--- src/sv/usp_sqrt.sv ---
// ----------------------------------------------------------------------------
// usp_sqrt
// Bitwise integer square root of a 64-bit value, one result bit per cycle.
// ----------------------------------------------------------------------------
module usp_sqrt (
	input  logic        clk,
	input  logic        arst_n,
	input  logic        go,
	input  logic [63:0] x,
	output logic        done,
	output logic [31:0] root
);
	logic [63:0] x_q, res_q, bit_q;
	logic        run_q;
	logic [63:0] rb;

	assign rb   = res_q + bit_q;
	assign root = res_q[31:0];

	always_ff @(posedge clk or negedge arst_n) begin
		if (!arst_n) begin
			run_q <= 1'b0;
			done  <= 1'b0;
		end else begin
			done <= 1'b0;
			if (go) begin
				run_q <= 1'b1;
				x_q   <= x;
				res_q <= '0;
				bit_q <= 64'h4000_0000_0000_0000;
			end else if (run_q) begin
				if (x_q >= rb) begin
					x_q   <= x_q - rb;
					res_q <= (res_q >> 1) + bit_q;
				end else begin
					res_q <= res_q >> 1;
				end
				bit_q <= bit_q >> 2;
				if (bit_q == 64'd1) begin
					run_q <= 1'b0;
					done  <= 1'b1;
				end
			end
		end
	end
endmodule

--- config.mk ---
export PLATFORM = sky130hd
export DESIGN_NAME = usp_sqrt
export DESIGN_NICKNAME = d
export VERILOG_FILES = /design/src/sv/usp_sqrt.sv
export SDC_FILE = /design/constraint.sdc
export NUM_CORES = 1
export LEC_CHECK = 0
export BUFFER_PORTS_ARGS = -buffer_cell sky130_fd_sc_hd__buf_2
export CAP_MARGIN = 20
export CORE_ASPECT_RATIO = 0.9
export CORE_MARGIN = 1.5
export CORE_UTILIZATION = 30
export CTS_BUF_LIST = sky130_fd_sc_hd__clkbuf_16
export DETAILED_ROUTE_END_ITERATION = 16
export SETUP_SLACK_MARGIN = 0.4
export SYNTH_ARGS = -nofsm -noshare
export SYNTH_HDL_FRONTEND = slang
export SYNTH_SLANG_ARGS = --single-unit
--- constraint.sdc ---
create_clock -name clk -period 11.8 [get_ports clk]
set_input_delay 0.59 -clock clk [delete_from_list [all_inputs] [get_ports clk]]
set_output_delay 0.59 -clock clk [all_outputs]
set_load 0.1 [all_outputs]
==> flow_summary.json, run 1 <==
{
  "status": "finished, final reports clean",
  "ys_async_sr_fraction": 0.0103,
  "synth_seq_area_share": 0.281,
  "yosys.area.top_type": "edfxtp_1",
  "cts_setup_buffers": 0,
  "fin_crit_ns": 7.21,
  "clock_skew_ns": 0.0161,
  "rrSetupSlack_ns": 4.59,
  "grt_pass1_wl_mm": 96.7,
  "antennaDiodeCount": 0,
  "yosysUniqueCellTypes": 87,
  "grt-ovfl-total": 0,
  "synth_area_leaders": "edfxtp_1 (28%), ha_1 (11%), a21oi_1 (5.8%)",
  "root_buffer": "clkbuf_16",
  "port_buffers": 99,
  "worst_slew_pin_slew_ns": 1.09,
  "first_global_vias": 16900,
  "core_area_um2": 68400,
  "nets": 2699,
  "critPathLaunchType": "flop",
  "tritoncts": "yes",
  "syn_inst": 2474,
  "rsz0062_at_grt": "false",
  "report.final.hold_viol_count": 0,
  "rows": 91,
  "drive_above_1_share": 0.0767,
  "place_congestion": 0.896,
  "area.growth.synth_to_final_pct": 7.74,
  "grt_usage": 0.173,
  "grt_max_degree": 95,
  "syn_avg_cell_area_um2": 8.38,
  "vias": 18400,
  "dp_hpwl_mm": 48.6,
  "synth_fp_nets": 2734,
  "synth-edff-count": 192,
  "clockBufferDepth": 2,
  "synth_top_cells_by_count": "nor2_1 (250), a21oi_1 (239), nand2_1 (220)",
  "cts.repair.resized": 0,
  "path_clk_slew_ns": 0.08,
  "path_max_fanout": 64,
  "reg2reg_depth": 24,
  "die_area_um2": 70700,
  "first_pass_iters": 6,
  "worstHoldPathType": "in2reg",
  "die_y_um": 252,
  "cp-end-kind": "flop",
  "numCtsBuffers": 17,
  "slew_headroom": 0.273,
  "finalSetupViolCount": 0,
  "drc": 0,
  "setup_tns_ns": 0,
  "synth_area_um2": 20700,
  "slew_violations": 0,
  "layout_worst_path_cycle_share": 0.611,
  "cp.arrival_ns": 7.31,
  "worstHoldPathCells": 3,
  "fp.dieW_um": 280,
  "hold_start": "x[8]",
  "synth-main-ff-cell": "edfxtp_1",
  "viasPerCell": 5.45,
  "routed_wl_mm": 62.2,
  "synth.top_cell.area_share": 0.278,
  "worstSkewPairLatency_ns": 0.48,
  "worst_hold_path.endpoint": "x_q[8]$_DFFE_PP_",
  "cts.sinks": 194,
  "io_pins": 100,
  "reg2reg_to": "x_q[12]$_DFFE_PP_",
  "htree_levels": 4,
  "fin_util": 0.326,
  "drt_iter0_markers": 1648,
  "synth-seq-cells": 194,
  "cap_violations": 0,
  "yosysMostFrequentCell": "nor2_1",
  "start_util": 0.303,
  "ant_nets": 0,
  "worst-setup-path-type": "reg2reg",
  "fmax_mhz": 139,
  "antenna_found_initial": 3,
  "ys_warn_count": 0,
  "reg2reg_from": "res_q[7]$_SDFFCE_PP0P_",
  "cp.required_ns": 11.90,
  "wl_per_cell_um": 18.4
}
how the worst max path moves through the flow:
stage / startpoint / end / cells after the start
6_report: res_q[7]$_SDFFCE_PP0P_ / x_q[12]$_DFFE_PP_ / 24
5_1_grt: res_q[7]$_SDFFCE_PP0P_ / x_q[12]$_DFFE_PP_ / 24
4_1_cts: res_q[7]$_SDFFCE_PP0P_ / x_q[24]$_DFFE_PP_ / 24
3_5_place_dp: res_q[7]$_SDFFCE_PP0P_ / x_q[9]$_DFFE_PP_ / 24
3_3_place_gp: res_q[7]$_SDFFCE_PP0P_ / x_q[9]$_DFFE_PP_ / 24
2_1_floorplan: res_q[7]$_SDFFCE_PP0P_ / x_q[0]$_DFFE_PP_ / 24
cells in the final DEF (no fill, tap or decap), types with 5 or more instances in the layout:
cell,netlist,final
o21ai_1,18,17
inv_6,0,5
xnor2_1,85,85
a21boi_0,10,9
ha_1,190,190
edfxtp_1,192,192
a31oi_1,24,24
inv_1,51,51
a31o_2,5,5
nand2_1,220,220
a211oi_1,68,68
a21oi_2,5,5
o21ai_0,186,186
o31ai_1,11,11
or3_1,14,14
and4_1,7,7
nor2_1,250,250
buf_4,34,10
nand2b_1,26,26
o211ai_1,12,12
buf_2,19,97
a2111oi_0,5,5
o21bai_1,36,36
nor2b_1,19,19
a311oi_1,6,6
and3_1,23,23
nor4_1,22,22
a21o_1,127,127
xor2_1,82,82
mux2i_1,100,100
a21oi_1,239,239
o21a_1,16,16
nand4_1,64,64
a211o_1,9,9
and2_1,15,15
nand3_1,50,50
a221oi_1,5,5
nor3_1,33,33
a311o_1,5,5
clkbuf_16,0,17
through the flow:
stage	hold WS, ns	instance area, um^2	cells	setup WS (ns)
floorplan	0.294	20700	2474	1.86
global placement	0.496	21700	3349	4.70
detailed placement	0.499	21700	3349	4.63
CTS	0.360	22300	3382	4.60
global route	0.376	22300	3382	4.10
finish	0.391	22300	3382	4.59
layer usage:
layer,vias to the layer above,global-route usage,share of wire
met4,4,0.0633,0.030
met2,508,0.256,0.43
met1,8689,0.256,0.49
met5,-,0,0.00043
met3,80,0.0200,0.051
li1,9167,-,-
flip-flops by register name, summed over array words and instances (netlist names):
name   cells
run_q      1
done       1
x_q       64
res_q     64
bit_q     64
area by class of cell:
cell class	count	area (um^2)
Multi-Input combinational cell	2065	14000
Clock buffer	17	425
Timing Repair Buffer	110	596
Fill cell	7194	46100
Sequential cell	194	5820
Clock inverter	15	171
Inverter	51	191
Tap cell	930	1160
timing repair:
action / CTS / global route
endpoints found under the hold margin: 2 / 0
hold buffers: 1 / 0
endpoints found under the setup margin: 0 / 0
cell families (layout without fill, tap and decap cells):
logic type / count (synthesis) / in the layout / synth area share
and+or+nand+nor: 767 / 767 / 0.173
AOI/OAI and AO/OA: 833 / 833 / 0.260
muxes: 105 / 105 / 0.0510
DFF: 194 / 194 / 0.281
adders and majority gates: 193 / 193 / 0.118
buffers and inverters: 215 / 193 / 0.0468
xor gates and xnor gates: 167 / 167 / 0.0706
worst max-delay path, cell delays in order (launching register included):
cell	delay, ns
edfxtp_1	0.47
ha_1	0.39
a21oi_1	0.19
o211ai_1	0.13
or4b_1	0.51
o21ai_1	0.26
a21oi_2	0.16
a31oi_1	0.31
nor2_1	0.15
a2111oi_0	0.40
o31ai_1	0.12
a21oi_1	0.20
xor2_1	0.09
ha_1	0.43
nand4_1	0.18
nor4_2	0.32
a32oi_1	0.10
nand4_1	0.11
a31oi_1	0.05
a211o_1	0.33
o21ai_4	0.09
buf_4	0.43
nand2_1	0.28
a21boi_4	0.30
buf_4	0.68
Power of run 1 is left out: the tool's default activity adds up to more than one toggle a clock period on the data nets, which glitch-free logic cannot reach.
==> inputs of run 2 (changes only) <==
- clock period: 11.8 -> 7.05 ns (I/O delays scaled with it)
==> flow_summary.json, run 2 (synthesis results as in run 1) <==
{
  "rows": 91,
  "worstHoldPathType": "in2reg",
  "ff_latch_area_um2": 5820,
  "port_buffers": 99,
  "io_pins": 100,
  "setup_tns_ns": 0,
  "status": "finished, final reports clean",
  "grt_pass1_wl_mm": 98.0,
  "report.final.hold_viol_count": 0,
  "tritoncts": "yes",
  "hold_buffers": 0,
  "clockBufferDepth": 2,
  "placed_cell_area_um2": 21800,
  "cp.arrival_ns": 6.56,
  "rsz0062_at_grt": "true",
  "multi_input_area_um2": 14000,
  "area.growth.synth_to_final_pct": 8.38,
  "path_clk_slew_ns": 0.08,
  "cp-end-kind": "flop",
  "nFillCells": 7200,
  "ant_nets": 0,
  "layout_worst_path_cycle_share": 0.894,
  "clock_skew_ns": 0.0189,
  "numCtsBuffers": 17,
  "antenna_found_initial": 0,
  "antennaDiodeCount": 0,
  "slew_headroom": 0.404,
  "fp.dieW_um": 280,
  "dp.cells": 3352,
  "top_regs": "bit_q: 64 flops, res_q: 64 flops, x_q: 64 flops",
  "start_util": 0.303,
  "fin_ws_ns": 0.749,
  "cp.required_ns": 7.31,
  "dp_hpwl_mm": 48.8,
  "nets": 2705,
  "dpl_worst_slack_ns": 0.420,
  "layout_commonest_cell": "nor2_1",
  "fin_cells": 3388,
  "finish.instance_area_um2": 22500,
  "drt_iter0_markers": 1745,
  "cts.sinks": 194,
  "worst_slew_pin_slew_ns": 0.894,
  "fmax_mhz": 159,
  "cap_violations": 0,
  "critPathLaunchType": "flop",
  "wl_per_cell_um": 18.9,
  "worst-setup-path-type": "reg2reg",
  "startpoint": "res_q[18]$_SDFFCE_PP0P_",
  "drc": 0,
  "root_buffer": "clkbuf_16",
  "core_area_um2": 68400,
  "routed_wl_mm": 64.0,
  "grt_max_degree": 143,
  "reg2reg_from": "res_q[18]$_SDFFCE_PP0P_",
  "die_y_um": 252,
  "first_global_vias": 17100,
  "worstSkewPairLatency_ns": 0.51,
  "first_pass_iters": 5,
  "fin_crit_ns": 6.30,
  "place_congestion": 0.912,
  "die_area_um2": 70700,
  "slew_violations": 0,
  "hold_start": "x[52]",
  "htree_levels": 4,
  "grt-ovfl-total": 0,
  "viasPerCell": 5.46,
  "drive_above_1_share": 0.0822,
  "layout_common_cells": "nor2_1 (250), a21oi_1 (238), nand2_1 (219)",
  "path_max_fanout": 10,
  "grt_usage": 0.175,
  "finalSetupViolCount": 0,
  "vias": 18500
}
[run 2: cell types whose count changed in the layout (fill, tap and decap cells not counted), sizes merged]
cell / delta
bufinv: -2
dlygate4sd3: -1
inv: -2
clkbuf: +1
clkinvlp: +4
buf: +6
[run 2: layer usage]
layer,wire [um],track usage,vias to the layer above
met1,31400,0.258,8767
met2,27900,0.264,494
met5,0,0,-
met3,3090,0.0208,62
li1,-,-,9184
met4,1590,0.0575,0
[run 2: what timing repair did]
| action | CTS | global route |
|---|---|---|
| gates resized for setup | 1 | 14 |
| endpoints found under the setup margin | 1 | 130 |
| buffers inserted | 0 | 2 |
| gates cloned | 0 | 2 |
| pin swaps | 0 | 1 |
[run 2: area by class of cell]
type                    count  share of cell area
flip-flops and latches    194               0.259
inverters                  51             0.00852
multi-input cells        2065               0.624
repair buffers            116              0.0323
clock buffers              17              0.0189
well taps                 930              0.0518
clock inverters            15             0.00496
[run 2: worst max-delay path, stage by stage, from the launching register on]
cell and delay (ns):
edfxtp_1 0.51, ha_1 0.45, nand3_2 0.11, or3_4 0.41, or4b_1 0.52, nand3_2 0.20
nand3_2 0.12, and4b_1 0.24, o31ai_1 0.32, a21o_1 0.20, and3_4 0.20, a221oi_2 0.06
xor2_1 0.16, ha_1 0.39, a21o_1 0.19, a21o_1 0.17, a21oi_1 0.25, nand4_1 0.13
a31oi_1 0.16, a211o_1 0.18, o21ai_4 0.14, and2_1 0.39, and4_1 0.28, a311o_1 0.26
[run 2: path summary, 6_finish.rpt]
| check | cells after the start | slack, ns | end |
|---|---|---|---|
| setup / recovery | 23 | 0.75 | res_q[56]$_SDFFCE_PP0P_ |
| hold / removal | 3 | 0.12 | x_q[52]$_DFFE_PP_ |
| setup reg to reg | 23 | 0.75 | res_q[56]$_SDFFCE_PP0P_ |
| hold reg to reg | 2 | 0.69 | res_q[63]$_SDFFCE_PP0P_ |
| max in group asynchronous | 2 | 6.12 | run_q$_DFF_PN0_ |
| min in group asynchronous | 2 | 0.50 | run_q$_DFF_PN0_ |
[run 2: per-stage QoR]
stage | util | hold slack (ns)
global placement | 0.319 | 0.635
CTS | 0.327 | 0.0924
finish | 0.328 | 0.123
detailed placement | 0.319 | 0.642
global route | 0.328 | 0.130
floorplan | - | 0.0569
Power of run 2 is left out for the same reason.
