==> src/sv/usp_divider.sv <==
// ----------------------------------------------------------------------------
// usp_divider
// Restoring divider, one quotient bit per cycle.
// ----------------------------------------------------------------------------
module usp_divider #(
	parameter int W = 64
) (
	input  logic         clk,
	input  logic         arst_n,
	input  logic         go,
	input  logic [W-1:0] num,
	input  logic [W-1:0] den,
	output logic         done,
	output logic [W-1:0] quo
);
	localparam int CW = $clog2(W + 1);

	logic [W-1:0]  rem_q, quo_q, den_q;
	logic [CW-1:0] cnt_q;
	logic          run_q;
	logic [W:0]    trial;

	assign trial = {rem_q, quo_q[W-1]} - {1'b0, den_q};
	assign quo   = quo_q;

	// shift-subtract loop
	always_ff @(posedge clk or negedge arst_n) begin
		if (!arst_n) begin
			run_q <= 1'b0;
			done  <= 1'b0;
			cnt_q <= '0;
		end else begin
			done <= 1'b0;
			if (go) begin
				run_q <= 1'b1;
				cnt_q <= CW'(W);
				rem_q <= '0;
				quo_q <= num;
				den_q <= den;
			end else if (run_q) begin
				if (!trial[W]) begin
					rem_q <= trial[W-1:0];
					quo_q <= {quo_q[W-2:0], 1'b1};
				end else begin
					rem_q <= {rem_q[W-2:0], quo_q[W-1]};
					quo_q <= {quo_q[W-2:0], 1'b0};
				end
				cnt_q <= cnt_q - 1'b1;
				if (cnt_q == CW'(1)) begin
					run_q <= 1'b0;
					done  <= 1'b1;
				end
			end
		end
	end
endmodule

==> config.mk <==
export PLATFORM = sky130hd
export DESIGN_NAME = usp_divider
export DESIGN_NICKNAME = d
export VERILOG_FILES = /design/src/sv/usp_divider.sv
export SDC_FILE = /design/constraint.sdc
export NUM_CORES = 1
export LEC_CHECK = 0
export BUFFER_PORTS_ARGS = -buffer_cell sky130_fd_sc_hd__buf_4
export CAP_MARGIN = 15
export CORE_MARGIN = 1
export CORE_UTILIZATION = 49
export CTS_BUF_LIST = sky130_fd_sc_hd__clkbuf_8 sky130_fd_sc_hd__clkbuf_16
export CTS_CLUSTER_SIZE = 40
export DETAILED_ROUTE_END_ITERATION = 7
export PLACE_DENSITY = 0.71
export SLEW_MARGIN = 20
export SYNTH_ARGS = -nofsm -noshare
export SYNTH_HDL_FRONTEND = slang
export SYNTH_SLANG_ARGS = --single-unit
==> constraint.sdc <==
create_clock -name clk -period 9.9 [get_ports clk]
set_input_delay 0.495 -clock clk [delete_from_list [all_inputs] [get_ports clk]]
set_output_delay 0.495 -clock clk [all_outputs]
set_load 0.005 [all_outputs]
==> out/qor.txt, run 1 <==
========================================================================================
Post-CTS resize count                                                                  0
Level count of the clock H-tree                                                        1
Cell at the root of the clock tree                                          sky130_fd_sc_hd__clkbuf_16
Leakage power figure                                                             6.20 nW
Vertical die dimension                                                            161 µm
Sw Pwr                                                                           1.08 mW
Die W                                                                             161 µm
Critical path arrival                                                            5.41 ns
DIE AREA                                                                      26,000 µm²
Count of pins on the block boundary                                                  196
Ys Warns                                                                               0
Area used by multi-input combinational logic                                    5860 µm²
Transition at the pin with the smallest max-transition slack                    0.899 ns
Total overflow reported by the global router                                           0
Ratio of final minimum period to clock period                                      0.512
Min-Delay Path Class                                                        input port to flip-flop
Min Hold Slack                                                                  0.136 ns
Storage element area                                                            5990 µm²
Number of input and output port buffers inserted                                     195
Sequential share of the synthesized area                                           0.481
Pwr Total                                                                        3.19 mW
Count of endpoints failing setup in the final report                                   0
Peak VDD IR                                                                     0.143 mV
CORE AREA                                                                     24,600 µm²
Biggest area consumer among synthesized cells                               sky130_fd_sc_hd__edfxtp_1
Vias                                                                               9,354
Internal Power                                                                   2.11 mW
# fillers                                                                          2,097
First drt pass iteration count                                                         7
Clock insertion delay at the later pin of the skew report                        0.53 ns
Critical path launch point type                                                flip-flop
Max FO, Critical Path                                                                 56
Critical path, cell by cell                                                 inv_1, ha_1, fa_1, nor2b_1, o31ai_2, a21boi_1, o21ai_1, nand2_1, a31oi_2, o21ai_2, o41a_2, xor2_4, buf_4, mux2_2, a211oi_1
Critical Path End Type                                                         flip-flop
Pins over their slew limit                                                             0
Number of max-cap violations                                                           0
Number of setup buffers added after CTS                                                0
Clock Skew                                                                     0.0199 ns
Global-route wire length before repair                                         47,500 µm
Overall global routing resource usage                                              0.226
Via count of the first global-routing pass                                         9,332
Combinational power share                                                          0.370
Share of final-layout standard cells stronger than drive strength 1                0.235
Post-layout nets                                                                   1,519
Crit path buffers/inverters                                                            2
Critical path class                                                         flip-flop to flip-flop
Post-CTS Hold Fix Bufs                                                                 0
Pwr/cell area                                                                 215 nW/µm²
Worst-path clk slew                                                              0.06 ns
Category of cells accounting for the largest share of critical-path delay   compound AO/OA/AOI/OAI gates
Rel. slew slack                                                                    0.400
Post-synth cell types                                                                 65
Share of flip-flops with an asynchronous set or reset after synthesis             0.0448
Clk pwr share                                                                      0.262
Post-route DRC                                                                         0
Number of antenna violations at the first check in global routing                      0
Number of diodes                                                                       0
Sw Ratio                                                                           0.339
Maximum clock rate                                                               197 MHz
Clock period minus worst slack                                                   5.06 ns
Wire length after detailed routing                                             29,100 µm
Required time of the critical path                                              10.25 ns
Setup_tns                                                                           0 ns
Count of endpoints failing hold in the final timing report                             0
Cell area after synthesis                                                     12,400 µm²
RSZ-0062 raised after global routing                                               false
Delay of the slowest cell on the worst path                                      0.81 ns
Sequential share of power                                                          0.368
Share of the synthesized area in the top cell type                                 0.463
Initial detailed-routing violation count                                             510
Number of enable-type register cells in the synthesized netlist                      192
Layout overhead on the synthesized area                                            19.2%
Placer's final routability congestion estimate                                     0.895
Detail-routed net length per standard cell                                       17.5 µm
Largest net degree at the start of global routing                                     80
Post-DRT Antenna Nets                                                                  0
CTS max path bufs                                                                      3
Status                                                                      finished clean
Cts bufs inserted                                                                     23
Critical-path cell with the highest stage delay                             sky130_fd_sc_hd__buf_4
Count of standard-cell rows                                                           57
Average via count per standard cell                                                 5.63
Top cells by area in the synthesized netlist                                sky130_fd_sc_hd__edfxtp_1 46%, sky130_fd_sc_hd__ha_1 6.6%, sky130_fd_sc_hd__mux2_2 6.0%
TritonCTS sink count                                                                 201
Syn Inst Count                                                                     1,152
Seq cells post-synth                                                                 201
CTS tree                                                                             yes
Detailed placer's ending HPWL                                                  20,900 µm
Initial core utilization                                                           0.506
Per-instance average area after synthesis                                       10.8 µm²
Top flip-flop cell by instance count after synthesis                        sky130_fd_sc_hd__edfxtp_1
Net Count, Synth                                                                   1,350
========================================================================================
==> layout by cell type, fill, tap and decap left out, types with 4 or more instances in the layout <==
master / n
sky130_fd_sc_hd__a21o_1: 25
sky130_fd_sc_hd__nor3_1: 14
sky130_fd_sc_hd__xor2_1: 25
sky130_fd_sc_hd__xnor2_1: 36
sky130_fd_sc_hd__clkinvlp_4: 4
sky130_fd_sc_hd__a211oi_1: 62
sky130_fd_sc_hd__mux2i_1: 55
sky130_fd_sc_hd__nand2b_1: 14
sky130_fd_sc_hd__a31oi_1: 8
sky130_fd_sc_hd__buf_4: 201
sky130_fd_sc_hd__a311oi_1: 8
sky130_fd_sc_hd__nand3_1: 18
sky130_fd_sc_hd__o21ai_0: 40
sky130_fd_sc_hd__o211ai_1: 5
sky130_fd_sc_hd__clkbuf_16: 23
sky130_fd_sc_hd__mux2_2: 66
sky130_fd_sc_hd__nand4_1: 13
sky130_fd_sc_hd__edfxtp_1: 192
sky130_fd_sc_hd__o21a_1: 7
sky130_fd_sc_hd__and3_1: 9
sky130_fd_sc_hd__a21oi_1: 79
sky130_fd_sc_hd__nor2b_1: 6
sky130_fd_sc_hd__inv_1: 93
sky130_fd_sc_hd__nor4_1: 8
sky130_fd_sc_hd__clkinv_1: 4
sky130_fd_sc_hd__dfrtp_1: 8
sky130_fd_sc_hd__ha_1: 66
sky130_fd_sc_hd__a21boi_0: 5
sky130_fd_sc_hd__nor2_1: 101
sky130_fd_sc_hd__o31ai_1: 5
sky130_fd_sc_hd__o21bai_1: 11
sky130_fd_sc_hd__nand2_1: 63
==> area by class of cell <==
cell class	count	share of cell area
Clock buffer	23	0.0388
Inverter	89	0.0225
Sequential cell	201	0.404
Timing Repair Buffer	201	0.102
Multi-Input combinational cell	805	0.395
Tap cell	324	0.0273
Clock inverter	19	0.0110
==> power by group through the flow <==
stage | clock network, mW | logic (mW) | registers (mW)
final | 0.836 | 1.18 | 1.17
after global routing | 0.881 | 1.31 | 1.19
after CTS | 0.855 | 1.18 | 1.17
after detailed placement | 0 | 1.18 | 1.19
after global placement | 0 | 1.15 | 1.19
after floorplan | 0 | 0.928 | 1.16
==> through the flow <==
stage          cells  cell area (µm²)  utilization  setup WS [ns]
3_5_place_dp    1620            14100        0.573           4.82
2_1_floorplan   1152            12400            -           6.50
3_3_place_gp    1620            14100        0.573           4.99
6_report        1662            14800        0.603           4.84
5_1_grt         1662            14800        0.603           4.38
4_1_cts         1662            14800        0.603           4.80
==> metal layers <==
layer / routed length, µm / GRT usage / up-vias
met3: 1900 / 0.0560 / 34
met4: 715 / 0.0605 / 0
li1: - / - / 4623
met2: 14200 / 0.388 / 239
met5: 0 / 0 / -
met1: 12300 / 0.282 / 4458
==> sequential cells by signal (all words and copies together) (netlist names) <==
| signal | cells |
|---|---|
| cnt_q | 7 |
| den_q | 64 |
| done | 1 |
| quo | 64 |
| rem_q | 64 |
| run_q | 1 |
==> synthesized netlist by cell type (3+ instances only) <==
cell type                   instances
sky130_fd_sc_hd__nor4_1             8
sky130_fd_sc_hd__nor2b_1            6
sky130_fd_sc_hd__buf_6              6
sky130_fd_sc_hd__edfxtp_1         192
sky130_fd_sc_hd__buf_2              4
sky130_fd_sc_hd__nand2_1           63
sky130_fd_sc_hd__a31oi_1            8
sky130_fd_sc_hd__ha_1              66
sky130_fd_sc_hd__nor2_1           101
sky130_fd_sc_hd__a21boi_0           5
sky130_fd_sc_hd__nand2b_1          14
sky130_fd_sc_hd__a21oi_1           79
sky130_fd_sc_hd__nand3_1           18
sky130_fd_sc_hd__nor3_1            14
sky130_fd_sc_hd__xor2_1            25
sky130_fd_sc_hd__o21ai_0           40
sky130_fd_sc_hd__o31ai_1            5
sky130_fd_sc_hd__buf_1              4
sky130_fd_sc_hd__o2111ai_1          3
sky130_fd_sc_hd__and2_1             4
sky130_fd_sc_hd__o21ai_1            3
sky130_fd_sc_hd__a2bb2oi_1          3
sky130_fd_sc_hd__xnor2_1           36
sky130_fd_sc_hd__o31ai_2            3
sky130_fd_sc_hd__mux2_2            66
sky130_fd_sc_hd__o21a_1             8
sky130_fd_sc_hd__nand4_1           13
sky130_fd_sc_hd__clkbuf_1          41
sky130_fd_sc_hd__or3_1              3
sky130_fd_sc_hd__o211ai_1           5
sky130_fd_sc_hd__and3_1             9
sky130_fd_sc_hd__a211oi_1          62
sky130_fd_sc_hd__mux2i_1           55
sky130_fd_sc_hd__o21bai_1          11
sky130_fd_sc_hd__dfrtp_1            9
sky130_fd_sc_hd__inv_1             89
sky130_fd_sc_hd__a21o_1            25
sky130_fd_sc_hd__o41ai_1            3
sky130_fd_sc_hd__a311oi_1           8
==> worst reg2reg max path: stages, from the launching register on <==
cell                       delay (ns)
sky130_fd_sc_hd__edfxtp_1        0.38
sky130_fd_sc_hd__inv_1           0.08
sky130_fd_sc_hd__ha_1            0.19
sky130_fd_sc_hd__fa_1            0.24
sky130_fd_sc_hd__nor2b_1         0.08
sky130_fd_sc_hd__o31ai_2         0.27
sky130_fd_sc_hd__a21boi_1        0.15
sky130_fd_sc_hd__o21ai_1         0.21
sky130_fd_sc_hd__nand2_1         0.14
sky130_fd_sc_hd__a31oi_2         0.39
sky130_fd_sc_hd__o21ai_2         0.15
sky130_fd_sc_hd__o41a_2          0.50
sky130_fd_sc_hd__xor2_4          0.62
sky130_fd_sc_hd__buf_4           0.81
sky130_fd_sc_hd__mux2_2          0.44
sky130_fd_sc_hd__a211oi_1        0.24
==> final timing paths <==
| path | start | end | slack, ns | depth (start not counted) |
|---|---|---|---|---|
| setup / recovery | quo[63]$_DFFE_PP_ | rem_q[1]$_SDFFCE_PP0P_ | 4.84 | 15 |
| hold / removal | den[4] | den_q[4]$_DFFE_PP_ | 0.14 | 1 |
| setup reg to reg | quo[63]$_DFFE_PP_ | rem_q[1]$_SDFFCE_PP0P_ | 4.84 | 15 |
| hold reg to reg | cnt_q[6]$_DFFE_PN0N_ | cnt_q[6]$_DFFE_PN0N_ | 0.56 | 2 |
| max in group asynchronous | arst_n | run_q$_DFF_PN0_ | 8.89 | 2 |
| min in group asynchronous | arst_n | cnt_q[4]$_DFFE_PN0N_ | 0.42 | 2 |
==> logic make-up after synthesis <==
group           after synthesis  share of synthesized area
compound gates              291                      0.156
xor+xnor                     62                     0.0451
simple gates                264                     0.0976
fa+ha+maj                    67                     0.0680
mux                         121                      0.104
flops                       201                      0.481
buf+inv                     146                     0.0485
(Power assumes the default switching activity.)
==> run 2, diff against run 1 <==
--- a/config.mk
+++ b/config.mk
@@ -12,7 +12,7 @@
 export CTS_BUF_LIST = sky130_fd_sc_hd__clkbuf_8 sky130_fd_sc_hd__clkbuf_16
 export CTS_CLUSTER_SIZE = 40
 export DETAILED_ROUTE_END_ITERATION = 7
-export PLACE_DENSITY = 0.71
+export PLACE_DENSITY = 0.73
 export SLEW_MARGIN = 20
 export SYNTH_ARGS = -nofsm -noshare
 export SYNTH_HDL_FRONTEND = slang
==> constraint.sdc (replaced) <==
create_clock -name clk -period 4.65 [get_ports clk]
set_input_delay 0.2325 -clock clk [delete_from_list [all_inputs] [get_ports clk]]
set_output_delay 0.2325 -clock clk [all_outputs]
set_load 0.005 [all_outputs]
==> run 2 against run 1 <==
Critical path depth unchanged; via count grew 6.0%; sequential share of layout area fell by 2.8 points; die area unchanged; register-to-register slack got worse by 4.3 ns; first-iteration DRC count increased by 28%; largest cell class unchanged; clock skew rose by 0.0037 ns; worst hold slack worse by 0.12 ns; sequential cell count unchanged; final area increased by 7.5%; critical path type unchanged; fmax increased by 22%.
==> out/qor.txt, run 2 (synthesized netlist as in run 1, its figures left out) <==
=====================================================================================
Status                                                                   finished clean
Die W                                                                          161 µm
Critical path arrival                                                         4.50 ns
Critical Path End Type                                                      flip-flop
Count of endpoints failing hold in the final timing report                          0
Global-route wire length before repair                                      49,800 µm
# fillers                                                                       1,914
Level count of the clock H-tree                                                     1
Placer's final routability congestion estimate                                  0.916
Layout overhead on the synthesized area                                         28.2%
CORE AREA                                                                  24,600 µm²
Finished layout cell area                                                  16,000 µm²
Max FO, Critical Path                                                              58
Detailed placer's ending HPWL                                               21,500 µm
Timing startpoint of the critical path                                   quo[63]$_DFFE_PP_
Critical path launch point type                                             flip-flop
Share of the core filled with cells in the final layout                         0.649
CTS max path bufs                                                                   3
Overall global routing resource usage                                           0.240
Largest net degree at the start of global routing                                  86
Critical-path cell with the highest stage delay                          sky130_fd_sc_hd__o41a_2
TritonCTS sink count                                                              201
Transition at the pin with the smallest max-transition slack                 0.937 ns
Cts bufs inserted                                                                  22
Worst-path clk slew                                                           0.06 ns
Final critical-path setup slack                                              0.497 ns
Critical register-to-register path endpoint                              rem_q[1]$_SDFFCE_PP0P_
Via count of the first global-routing pass                                      9,904
Post-DRT Antenna Nets                                                               0
Count of endpoints failing setup in the final report                                0
Setup_tns                                                                        0 ns
Clock insertion delay at the later pin of the skew report                     0.53 ns
R2r startpoint                                                           quo[63]$_DFFE_PP_
Placed Area                                                                14,100 µm²
First drt pass iteration count                                                      5
Pwr/cell area                                                              430 nW/µm²
Leakage power figure                                                          6.69 nW
Average via count per standard cell                                              5.59
Post-route DRC                                                                      0
Required time of the critical path                                            5.00 ns
Reg-to-reg slack, setup                                                       0.50 ns
Count of pins on the block boundary                                               196
Share of final-layout standard cells stronger than drive strength 1             0.216
Min-Delay Path Class                                                     input port to flip-flop
Number of max-cap violations                                                        0
Vertical die dimension                                                         161 µm
Critical path, cell by cell                                              inv_1, ha_1, fa_1, nor2b_1, o31ai_2, a21boi_1, o21ai_1, nand2_1, a31oi_2, o21ai_2, o41a_2, xor2_4, buf_12, mux2_2, a211oi_1
Initial core utilization                                                        0.506
Post-placement worst setup slack                                             0.493 ns
Peak VDD IR                                                                  0.266 mV
Detail-routed net length per standard cell                                    17.8 µm
Clock Skew                                                                  0.0236 ns
Rel. slew slack                                                                 0.375
Critical path class                                                      flip-flop to flip-flop
Setup crit end                                                           rem_q[1]$_SDFFCE_PP0P_
Ratio of final minimum period to clock period                                   0.893
Total overflow reported by the global router                                        0
Wire length after detailed routing                                          31,500 µm
Pins over their slew limit                                                          0
Clock period minus worst slack                                                4.15 ns
Count of standard-cell rows                                                        57
Number of input and output port buffers inserted                                  195
Hold Crit Start                                                                num[0]
Post-layout nets                                                                1,631
Post-CTS resize count                                                               0
Worst reg2reg path depth                                                           15
Most frequent standard cell in the layout excluding fill and tap cells   sky130_fd_sc_hd__buf_4
RSZ-0062 raised after global routing                                            false
Number of antenna violations at the first check in global routing                   1
Delay of the slowest cell on the worst path                                   0.50 ns
Maximum clock rate                                                            241 MHz
CTS tree                                                                          yes
Commonest non-fill, non-tap cells in the layout                          202 x sky130_fd_sc_hd__buf_4, 192 x sky130_fd_sc_hd__edfxtp_1, 111 x sky130_fd_sc_hd__dlygate4sd3_1
Cell at the root of the clock tree                                       sky130_fd_sc_hd__clkbuf_16
DIE AREA                                                                   26,000 µm²
Vias                                                                            9,916
Initial detailed-routing violation count                                          655
=====================================================================================
## run 2: cell count changes in the layout (fill, tap and decap cells not counted), sizes merged
cell	change
diode	+1
clkinv	-1
clkbuf	+1
clkinvlp	-4
buf	+2
dlygate4sd3	+111
inv	+1
## run 2: final cells by class
type                            count  area, µm²  area share
Sequential cell                   201       5990       0.376
Timing Repair Buffer              314       2650       0.166
Multi-Input combinational cell    805       5860       0.367
Clock buffer                       24        578      0.0362
Antenna cell                        1       2.50    0.000157
Clock inverter                     15        140     0.00878
Tap cell                          324        405      0.0254
Inverter                           89        334      0.0209
## run 2: repair_timing
action | in CTS | in global routing
hold buffers | 110 | 1
buffers inserted | 0 | 0
hold endpoints to repair | 110 | 1
## run 2: per-layer routing
metal | share of wire | vias to the layer above | GRT usage
li1 | - | 4840 | -
met1 | 0.42 | 4692 | 0.294
met2 | 0.49 | 334 | 0.423
met3 | 0.061 | 50 | 0.0449
met4 | 0.028 | 0 | 0.0789
met5 | 0 | - | 0
## run 2: worst min path at each step
stage                                      end  cells past startpoint
after floorplan           cnt_q[0]$_DFFE_PN0N_                      0
after global placement          done$_DFF_PN0_                      1
after detailed placement        done$_DFF_PN0_                      1
after CTS                    quo[18]$_DFFE_PP_                      2
after global routing         quo[57]$_DFFE_PP_                      2
final                         quo[0]$_DFFE_PP_                      2
## run 2: power by group
part / switching (mW) / internal (mW)
Combinational: 1.40 / 1.23
Sequential: 0.187 / 2.31
Clock: 0.730 / 1.01
## run 2: worst max-delay path: cells and delay by family, from the launching register on
kind	cells	cell delay, ns
flip-flops	1	0.39
buffers and inverters	2	0.44
AO/OA/AOI/OAI	7	1.91
adder cells (fa/ha/maj)	2	0.40
multiplexers	1	0.38
AND/OR/NAND/NOR	2	0.23
XOR/XNOR	1	0.18
## run 2: through the flow
stage               hold WS, ns  power (mW)  cells
CTS                    0.000570        6.87   1771
floorplan               -0.0631        4.45   1152
global placement         0.0644        5.00   1622
detailed placement       0.0653        5.05   1622
finish                   0.0180        6.87   1773
global route            0.00327        7.24   1773
